`config.mk`:
```
export PLATFORM = sky130hd
export DESIGN_NAME = ansi_sgr_color_parser_unit
export DESIGN_NICKNAME = d
export VERILOG_FILES = /design/src/rtl/sgr_pkg.sv /design/src/rtl/ansi_sgr_color_parser_unit.sv /design/src/rtl/sgr_step.sv
export SDC_FILE = /design/constraint.sdc
export NUM_CORES = 1
export LEC_CHECK = 0
export ABC_AREA = 1
export BUFFER_PORTS_ARGS = -buffer_cell sky130_fd_sc_hd__buf_4
export CORE_UTILIZATION = 60
export CTS_CLUSTER_DIAMETER = 120
export DETAILED_ROUTE_END_ITERATION = 8
export GPL_ROUTABILITY_DRIVEN = 0
export HOLD_SLACK_MARGIN = 0.15
export PLACE_DENSITY = 0.81
export SYNTH_ARGS = -nofsm -noshare
export SYNTH_HDL_FRONTEND = slang
export SYNTH_SLANG_ARGS = --single-unit
```
`constraint.sdc`:
```
create_clock -name clk_i -period 5.6 [get_ports clk_i]
set_input_delay 1.12 -clock clk_i [delete_from_list [all_inputs] [get_ports clk_i]]
set_output_delay 1.12 -clock clk_i [all_outputs]
set_load 0.01 [all_outputs]
```
`src/rtl/sgr_pkg.sv`:
```
// Shared types, codes and the palette table for the SGR color parser.
`default_nettype none

package sgr_pkg;

  // Characters that steer the parser.
  localparam logic [7:0] ChEsc     = 8'h1B;
  localparam logic [7:0] ChBracket = 8'h5B;
  localparam logic [7:0] ChFinal   = 8'h6D;
  localparam logic [7:0] ChSep     = 8'h3B;
  localparam logic [7:0] ChMinus   = 8'h2D;
  localparam logic [7:0] ChZero    = 8'h30;
  localparam logic [7:0] ChNine    = 8'h39;

  // Parser mode codes.
  localparam logic [1:0] ModeOutside = 2'd0;
  localparam logic [1:0] ModeEsc     = 2'd1;
  localparam logic [1:0] ModeBody    = 2'd2;

  // Field status codes.
  localparam logic [1:0] StStart  = 2'd0;
  localparam logic [1:0] StSign   = 2'd1;
  localparam logic [1:0] StDigits = 2'd2;
  localparam logic [1:0] StFrozen = 2'd3;

  // Field value saturation and the foreground code range.
  localparam int unsigned FieldW     = 6;
  localparam logic [FieldW-1:0] FieldMax   = 6'd63;
  localparam logic [FieldW-1:0] CodeFirstFg = 6'd30;
  localparam logic [FieldW-1:0] CodeLastFg  = 6'd37;

  // Configuration register indexes.
  localparam int unsigned CfgIdxW = 3;
  localparam logic [CfgIdxW-1:0] RegDefaultRed   = 3'd0;
  localparam logic [CfgIdxW-1:0] RegDefaultGreen = 3'd1;
  localparam logic [CfgIdxW-1:0] RegDefaultBlue  = 3'd2;
  localparam logic [CfgIdxW-1:0] RegDefaultAlpha = 3'd3;

  // Classification of each byte.
  typedef enum logic [2:0] {
    KindText       = 3'd0,
    KindEscHeld    = 3'd1,
    KindBody       = 3'd2,
    KindEnd        = 3'd3,
    KindEscText    = 3'd4,
    KindEscTextNew = 3'd5
  } sgr_kind_e;

  typedef struct packed {
    logic [7:0] red;
    logic [7:0] green;
    logic [7:0] blue;
    logic [7:0] alpha;
  } sgr_color_t;

  typedef struct packed {
    logic [7:0] text_byte;
    logic       last_of_text;
  } sgr_in_t;

  typedef struct packed {
    logic [7:0] red;
    logic [7:0] green;
    logic [7:0] blue;
    logic [7:0] alpha;
    sgr_kind_e  byte_kind;
  } sgr_out_t;

  // Parser state carried from one byte to the next.
  typedef struct packed {
    logic [1:0]        mode;
    logic [1:0]        status;
    logic              negative;
    logic [FieldW-1:0] value;
    sgr_color_t        color;
  } sgr_state_t;

  localparam sgr_color_t ResetColor = '{red: 8'd0, green: 8'd0, blue: 8'd0, alpha: 8'd255};

  // Eight fixed foreground colors, codes 30 to 37.
  function automatic sgr_color_t palette(input logic [2:0] idx);
    sgr_color_t c;
    c.alpha = 8'd255;
    case (idx)
      3'd0: begin c.red = 8'd0;   c.green = 8'd0;   c.blue = 8'd0;   end
      3'd1: begin c.red = 8'd196; c.green = 8'd0;   c.blue = 8'd0;   end
      3'd2: begin c.red = 8'd0;   c.green = 8'd196; c.blue = 8'd0;   end
      3'd3: begin c.red = 8'd192; c.green = 8'd126; c.blue = 8'd0;   end
      3'd4: begin c.red = 8'd0;   c.green = 8'd0;   c.blue = 8'd196; end
      3'd5: begin c.red = 8'd196; c.green = 8'd0;   c.blue = 8'd196; end
      3'd6: begin c.red = 8'd0;   c.green = 8'd196; c.blue = 8'd196; end
      default: begin c.red = 8'd196; c.green = 8'd196; c.blue = 8'd196; end
    endcase
    return c;
  endfunction

endpackage

`default_nettype wire

```
`src/rtl/ansi_sgr_color_parser_unit.sv`:
```
// Top level of the SGR color parser: input register, parser state, result register.
`default_nettype none

// The parser takes one text byte per clock cycle while the input is not stalled, and
// returns one result per byte: the current foreground color after that byte and a
// classification of the byte. A byte is registered on transfer, goes through the
// parser's next-state logic, and its result is registered in the result register,
// from which it is offered. A new byte can be taken while the last is in flight,
// and the parser state (mode, open field and current color) is updated once per byte.
// The default color restored by code zero comes from four 8-bit registers written
// through the configuration port (index 0 red, 1 green, 2 blue, 3 alpha; other
// indexes are ignored); they should be written only while no byte is in flight.

module ansi_sgr_color_parser_unit (
  input  wire                          clk_i,
  input  wire                          rst_ni,
  input  wire                          in_valid_i,
  output logic                         in_stall_o,
  input  sgr_pkg::sgr_in_t             in_data_i,
  output logic                         out_valid_o,
  input  wire                          out_stall_i,
  output sgr_pkg::sgr_out_t            out_data_o,
  input  wire                          cfg_we_i,
  input  wire [sgr_pkg::CfgIdxW-1:0]   cfg_idx_i,
  input  wire [7:0]                    cfg_data_i
);

  logic                in_valid_q;
  sgr_pkg::sgr_in_t    in_q;
  logic                out_valid_q;
  sgr_pkg::sgr_out_t   out_q;
  sgr_pkg::sgr_out_t   out_d;
  sgr_pkg::sgr_state_t state_q;
  sgr_pkg::sgr_state_t state_d;
  sgr_pkg::sgr_color_t dflt_q;
  logic                adv;
  logic                fire;
  logic                in_xfer;

  // The parse stage moves forward whenever the result register is free or drains.
  assign adv        = !out_valid_q || !out_stall_i;
  assign fire       = in_valid_q && adv;
  assign in_stall_o = in_valid_q && !adv;
  assign in_xfer    = in_valid_i && !in_stall_o;

  // Default color registers.
  always_ff @(posedge clk_i or negedge rst_ni) begin
    if (!rst_ni) begin
      dflt_q <= '{red: 8'd255, green: 8'd255, blue: 8'd255, alpha: 8'd255};
    end else if (cfg_we_i) begin
      case (cfg_idx_i)
        sgr_pkg::RegDefaultRed:   dflt_q.red   <= cfg_data_i;
        sgr_pkg::RegDefaultGreen: dflt_q.green <= cfg_data_i;
        sgr_pkg::RegDefaultBlue:  dflt_q.blue  <= cfg_data_i;
        sgr_pkg::RegDefaultAlpha: dflt_q.alpha <= cfg_data_i;
        default: ;
      endcase
    end
  end

  // Input register.
  always_ff @(posedge clk_i or negedge rst_ni) begin
    if (!rst_ni) begin
      in_valid_q <= 1'b0;
    end else if (!in_stall_o) begin
      in_valid_q <= in_valid_i;
    end
  end

  always_ff @(posedge clk_i) begin
    if (in_xfer) begin
      in_q <= in_data_i;
    end
  end

  sgr_step u_step (
    .state_i (state_q),
    .in_i    (in_q),
    .dflt_i  (dflt_q),
    .state_o (state_d),
    .out_o   (out_d)
  );

  // Parser state advances once per byte.
  always_ff @(posedge clk_i or negedge rst_ni) begin
    if (!rst_ni) begin
      state_q.mode     <= sgr_pkg::ModeOutside;
      state_q.status   <= sgr_pkg::StStart;
      state_q.negative <= 1'b0;
      state_q.value    <= '0;
      state_q.color    <= sgr_pkg::ResetColor;
    end else if (fire) begin
      state_q <= state_d;
    end
  end

  // Result register.
  always_ff @(posedge clk_i or negedge rst_ni) begin
    if (!rst_ni) begin
      out_valid_q <= 1'b0;
    end else if (adv) begin
      out_valid_q <= in_valid_q;
    end
  end

  always_ff @(posedge clk_i) begin
    if (fire) begin
      out_q <= out_d;
    end
  end

  assign out_valid_o = out_valid_q;
  assign out_data_o  = out_q;

endmodule

`default_nettype wire

```
`src/rtl/sgr_step.sv`:
```
// Next-state logic of the parser: consumes one byte and classifies it.
`default_nettype none

module sgr_step (
  input  sgr_pkg::sgr_state_t state_i,
  input  sgr_pkg::sgr_in_t    in_i,
  input  sgr_pkg::sgr_color_t dflt_i,
  output sgr_pkg::sgr_state_t state_o,
  output sgr_pkg::sgr_out_t   out_o
);

  logic [7:0]             c;
  logic                   last;
  logic                   is_digit;
  logic [9:0]             accum;
  logic [sgr_pkg::FieldW-1:0] code_off;
  sgr_pkg::sgr_color_t    applied;
  sgr_pkg::sgr_kind_e     kind;
  sgr_pkg::sgr_state_t    nxt;

  assign c        = in_i.text_byte;
  assign last     = in_i.last_of_text;
  assign is_digit = c inside {[sgr_pkg::ChZero:sgr_pkg::ChNine]};

  // Decimal accumulation; the low nibble of an ASCII digit is its value.
  assign accum = {4'd0, state_i.value} * 10'd10 + {6'd0, c[3:0]};

  // Color that results when the open field is closed by ';' or 'm'.
  assign code_off = state_i.value - sgr_pkg::CodeFirstFg;
  always_comb begin
    applied = state_i.color;
    if (state_i.status == sgr_pkg::StDigits || state_i.status == sgr_pkg::StFrozen) begin
      if (state_i.negative && state_i.value != '0) begin
        applied = state_i.color;
      end else if (state_i.value == '0) begin
        applied = dflt_i;
      end else if (state_i.value >= sgr_pkg::CodeFirstFg &&
                   state_i.value <= sgr_pkg::CodeLastFg) begin
        applied = sgr_pkg::palette(code_off[2:0]);
      end
    end
  end

  // Mode handling and field parsing.
  always_comb begin
    nxt  = state_i;
    kind = sgr_pkg::KindText;
    case (state_i.mode)
      sgr_pkg::ModeEsc: begin
        if (c == sgr_pkg::ChBracket) begin
          kind         = sgr_pkg::KindBody;
          nxt.status   = sgr_pkg::StStart;
          nxt.negative = 1'b0;
          nxt.value    = '0;
          nxt.mode     = last ? sgr_pkg::ModeOutside : sgr_pkg::ModeBody;
        end else if (c == sgr_pkg::ChEsc && !last) begin
          kind     = sgr_pkg::KindEscTextNew;
          nxt.mode = sgr_pkg::ModeEsc;
        end else begin
          kind     = sgr_pkg::KindEscText;
          nxt.mode = sgr_pkg::ModeOutside;
        end
      end
      sgr_pkg::ModeBody: begin
        kind = sgr_pkg::KindBody;
        if (c == sgr_pkg::ChFinal || c == sgr_pkg::ChSep) begin
          nxt.color    = applied;
          nxt.status   = sgr_pkg::StStart;
          nxt.negative = 1'b0;
          nxt.value    = '0;
          if (c == sgr_pkg::ChFinal) begin
            kind     = sgr_pkg::KindEnd;
            nxt.mode = sgr_pkg::ModeOutside;
          end else begin
            nxt.mode = last ? sgr_pkg::ModeOutside : sgr_pkg::ModeBody;
          end
        end else begin
          if (state_i.status == sgr_pkg::StStart && c == sgr_pkg::ChMinus) begin
            nxt.status   = sgr_pkg::StSign;
            nxt.negative = 1'b1;
          end else if (state_i.status != sgr_pkg::StFrozen && is_digit) begin
            nxt.value  = (accum > {4'd0, sgr_pkg::FieldMax}) ? sgr_pkg::FieldMax
                                                             : accum[sgr_pkg::FieldW-1:0];
            nxt.status = sgr_pkg::StDigits;
          end else if (state_i.status == sgr_pkg::StDigits) begin
            nxt.status = sgr_pkg::StFrozen;
          end else if (state_i.status != sgr_pkg::StFrozen) begin
            // A field without digits freezes as a value that changes nothing.
            nxt.status   = sgr_pkg::StFrozen;
            nxt.negative = 1'b1;
            nxt.value    = sgr_pkg::FieldMax;
          end
          // End of text inside a body drops the open field.
          if (last) begin
            nxt.status   = sgr_pkg::StStart;
            nxt.negative = 1'b0;
            nxt.value    = '0;
            nxt.mode     = sgr_pkg::ModeOutside;
          end
        end
      end
      default: begin
        if (c == sgr_pkg::ChEsc && !last) begin
          kind     = sgr_pkg::KindEscHeld;
          nxt.mode = sgr_pkg::ModeEsc;
        end else begin
          kind     = sgr_pkg::KindText;
          nxt.mode = sgr_pkg::ModeOutside;
        end
      end
    endcase
  end

  assign state_o         = nxt;
  assign out_o.red       = nxt.color.red;
  assign out_o.green     = nxt.color.green;
  assign out_o.blue      = nxt.color.blue;
  assign out_o.alpha     = nxt.color.alpha;
  assign out_o.byte_kind = kind;

endmodule

`default_nettype wire

```
==> impl_metrics.csv <==
group,metric,value,unit
logic_synthesis,syn_inst,659,
sta,relSlewSlack,17.5,%
floorplanning,die_area,0.0101,sq mm
routing,drt.antenna.violating_nets,0,
routing,drt-pass1-iter-count,5,
worst_setup_path,worstPathCellList,"ha_1 > ha_1 > inv_1 > fa_1 > nor2_1 > nand3_1 > nand2_1 > nand2_1 > nand2_1 > nand3_1 > nor2_1 > nand3_1 > nand2_1 > nand2_1",
logic_synthesis,synth-adder-area-share,3.49,%
placed_design,io_buffers,61,
finish,antenna_cells,0,
worst_setup_path,critPathLaunchType,"flip-flop",
finish,nets,761,
sta,finalMaxSlewViolations,0,
routing,drc,0,
placed_design,dp.cells,831,
finish,area_growth,20.5,%
clock_tree,cts_sinks,121,
worst_setup_path,crit_type,"reg2reg",
floorplanning,die_x,100,um
sta,fmax,360,MHz
run_status,status,"complete, no violations",
finish,regArea,0.00330,sq mm
floorplanning,die_h,100,um
worst_setup_path,arrival,3.19,ns
sta,rsz0062_at_grt,"no",
placed_design,dpl.hpwl,8110,um
clock_tree,clk_pin_slew,0.06,ns
floorplanning,coreArea,0.00933,sq mm
placed_design,placed_cell_area,0.00636,sq mm
pwr,power.total,2.60,mW
worst_setup_path,critPathMaxStageDelay,0.53,ns
pwr,powerDensity,371,mW/mm^2
routing,wl_per_cell,14.9,um
clock_tree,cts-root-buf,"clkbuf_8",
sta,finalWorstSetupSlack,2.82,ns
clock_tree,htree_levels,4,
worst_setup_path,crit_slowest_cell,"fa_1",
finish,final_util,75.1,%
sta,worst_pin_slew,1.24,ns
clock_tree,hold_buffers,0,
worst_setup_path,cp_max_fo,8,
sta,finalCritPeriodShare,49.6,%
worst_setup_path,worstPathRequired,6.01,ns
sta,final_hold_viol_count,0,
clock_tree,ctsResizeCount,0,
min_path,hold_path.class,"reg2reg",
finish,nFillCells,641,
floorplanning,io_pins,62,
clock_tree,cts_inserted_buffers,17,
grt,grtUsageTotal,28.6,%
clock_tree,clock_latency,0.52,ns
pwr,ir_drop,0.213,mV
worst_setup_path,crit_top_cell,"nand2_1",
routing,vias,4656,
worst_setup_path,crit_path_end_kind,"flip-flop",
sta,min_period,2.78,ns
grt,first_global_vias,4688,
logic_synthesis,syn-cell-area,0.00581,sq mm
finish,finalInstanceArea,0.00701,sq mm
finish,drive_above_1_share,21.0,%
logic_synthesis,avgSynthCellArea,8.82,sq um
logic_synthesis,yosys-mux-area-fraction,0,%
pwr,p_leak,3.42,nW
floorplanning,rows,35,
clock_tree,cts_buffer_depth,2,
logic_synthesis,yosys_warnings,0,
routing,vias_per_cell,5.40,
sta,worst_clock_skew,0.0128,ns
logic_synthesis,synth_compound_area_share,5.36,%
sta,timing.hold.ws,0.472,ns
sta,setup_viol,0,
run,maxCapViolations,0,
clock_tree,cts_setup_buffers,0,
grt,grt_max_degree,78,
logic_synthesis,synth-simple-area-share,27.4,%
logic_synthesis,synth_top_family_by_area,"simple AND/OR/NAND/NOR gates",
logic_synthesis,synth_seq_cells,121,
finish,multi_input_comb_area,0.00214,sq mm
finish,fin_cells,863,
grt,grt_overflow_total,0,
routing,drtIter0Drc,285,
placed_design,dp_slack,2.42,ns
sta,tns,0,ns
logic_synthesis,syn_nets,699,
logic_synthesis,synth_xor_area_share,0.452,%
logic_synthesis,yosysSeqAreaShare,56.7,%
logic_synthesis,ys_types,36,
grt,grt_pass1_wl,21700,um
grt,antenna_found_initial,0,
clock_tree,cts_tree,"done",
floorplanning,start_util,62.3,%
routing,drt_wl_total,12900,um
## synth_stat cells (all sizes together)
| master | n | area, sq um |
|---|---|---|
| o211ai | 1 | 7.51 |
| nand2 | 259 | 1010 |
| nand3 | 43 | 225 |
| o21bai | 1 | 7.51 |
| nand3b | 2 | 15.0 |
| a21oi | 7 | 46.3 |
| and3 | 1 | 6.26 |
| dfrtp | 37 | 926 |
| or2 | 2 | 12.5 |
| nor2 | 31 | 145 |
| nor3 | 3 | 20.0 |
| and2 | 1 | 6.26 |
| dfstp | 40 | 1050 |
| o31ai | 1 | 7.51 |
| clkbuf | 12 | 45.0 |
| edfxtp | 44 | 1320 |
| fa | 2 | 40.0 |
| buf | 7 | 41.3 |
| ha | 13 | 163 |
| o21ai | 47 | 235 |
| inv | 79 | 297 |
| xor2 | 1 | 8.76 |
| nand4 | 22 | 153 |
| xnor2 | 2 | 17.5 |
| o21a | 1 | 7.51 |
## kinds of logic after synthesis
| logic type | after synthesis |
|---|---|
| DFF | 121 |
| xor gates and xnor gates | 3 |
| and+or+nand+nor | 364 |
| adders and majority gates | 15 |
| buffers and inverters | 98 |
| AOI/OAI and AO/OA | 58 |
## path summary, 6_finish.rpt
check                             from  cells after the start     endpoint  slack (ns)
min reg2reg                 state_q[2]                      2   state_q[2]        0.47
min                         state_q[2]                      2   state_q[2]        0.47
min in group asynchronous       rst_ni                      1   state_q[8]        0.75
max in group asynchronous       rst_ni                      1  state_q[40]        4.23
max reg2reg                state_q[33]                     14  state_q[36]        2.82
max                        state_q[33]                     14  state_q[36]        2.82
## layer usage
metal  global-route usage [%]  up-vias  share of wire (%)
met5                        0        -                  0
met4                     12.7        0                2.8
met3                     8.36       27                5.8
met2                     48.7      184                 51
met1                     33.8     2206                 40
li1                         -     2239                  -
## report_power, final
group,switching (mW),leakage [nW],internal (mW),total [mW]
clock,0.374,0.318,0.793,1.17
combinational,0.170,1.74,0.108,0.278
sequential,0.0568,1.35,1.10,1.15
total,0.601,3.42,2.00,2.60
## registers in the layout, summed over array words and instances, names as in the netlist
signal,count
out_data_o,35
in_valid_q,1
dflt_q,32
in_q,9
out_valid_o,1
state_q,43
## cells in the final DEF (no fill, tap or decap), types with 2 or more instances in the layout
cell       count
inv_1         79
o21ai_0       39
dfrtp_1       37
nand3b_1       2
clkbuf_1       4
fa_1           2
a21oi_1        6
or2_2          2
edfxtp_1      44
nor2_1        26
nor3_1         2
ha_1          13
clkbuf_16     19
buf_4         62
xnor2_1        2
nor2_4         2
bufinv_16      3
dfstp_2       40
clkinv_2       2
nand2_1      247
o21ai_1        8
nand3_1       41
nand3_2        2
clkbuf_8       4
nor2_2         2
nand4_1       21
nand2_2       11
## final cells by class
type	count	share of cell area (%)
Sequential cell	121	47.1
Multi-Input combinational cell	440	30.5
Clock buffer	27	7.79
Timing Repair Buffer	62	6.64
Inverter	79	4.23
Tap cell	129	2.30
Clock inverter	5	1.43
## worst max-delay path, delay by kind of cell, from the launching register on
kind	cells	cell delay, ns
flip-flops	1	0.50
adder cells (fa/ha/maj)	3	1.03
buffers and inverters	1	0.06
AND/OR/NAND/NOR	10	1.10
(Power assumes the default switching activity.)
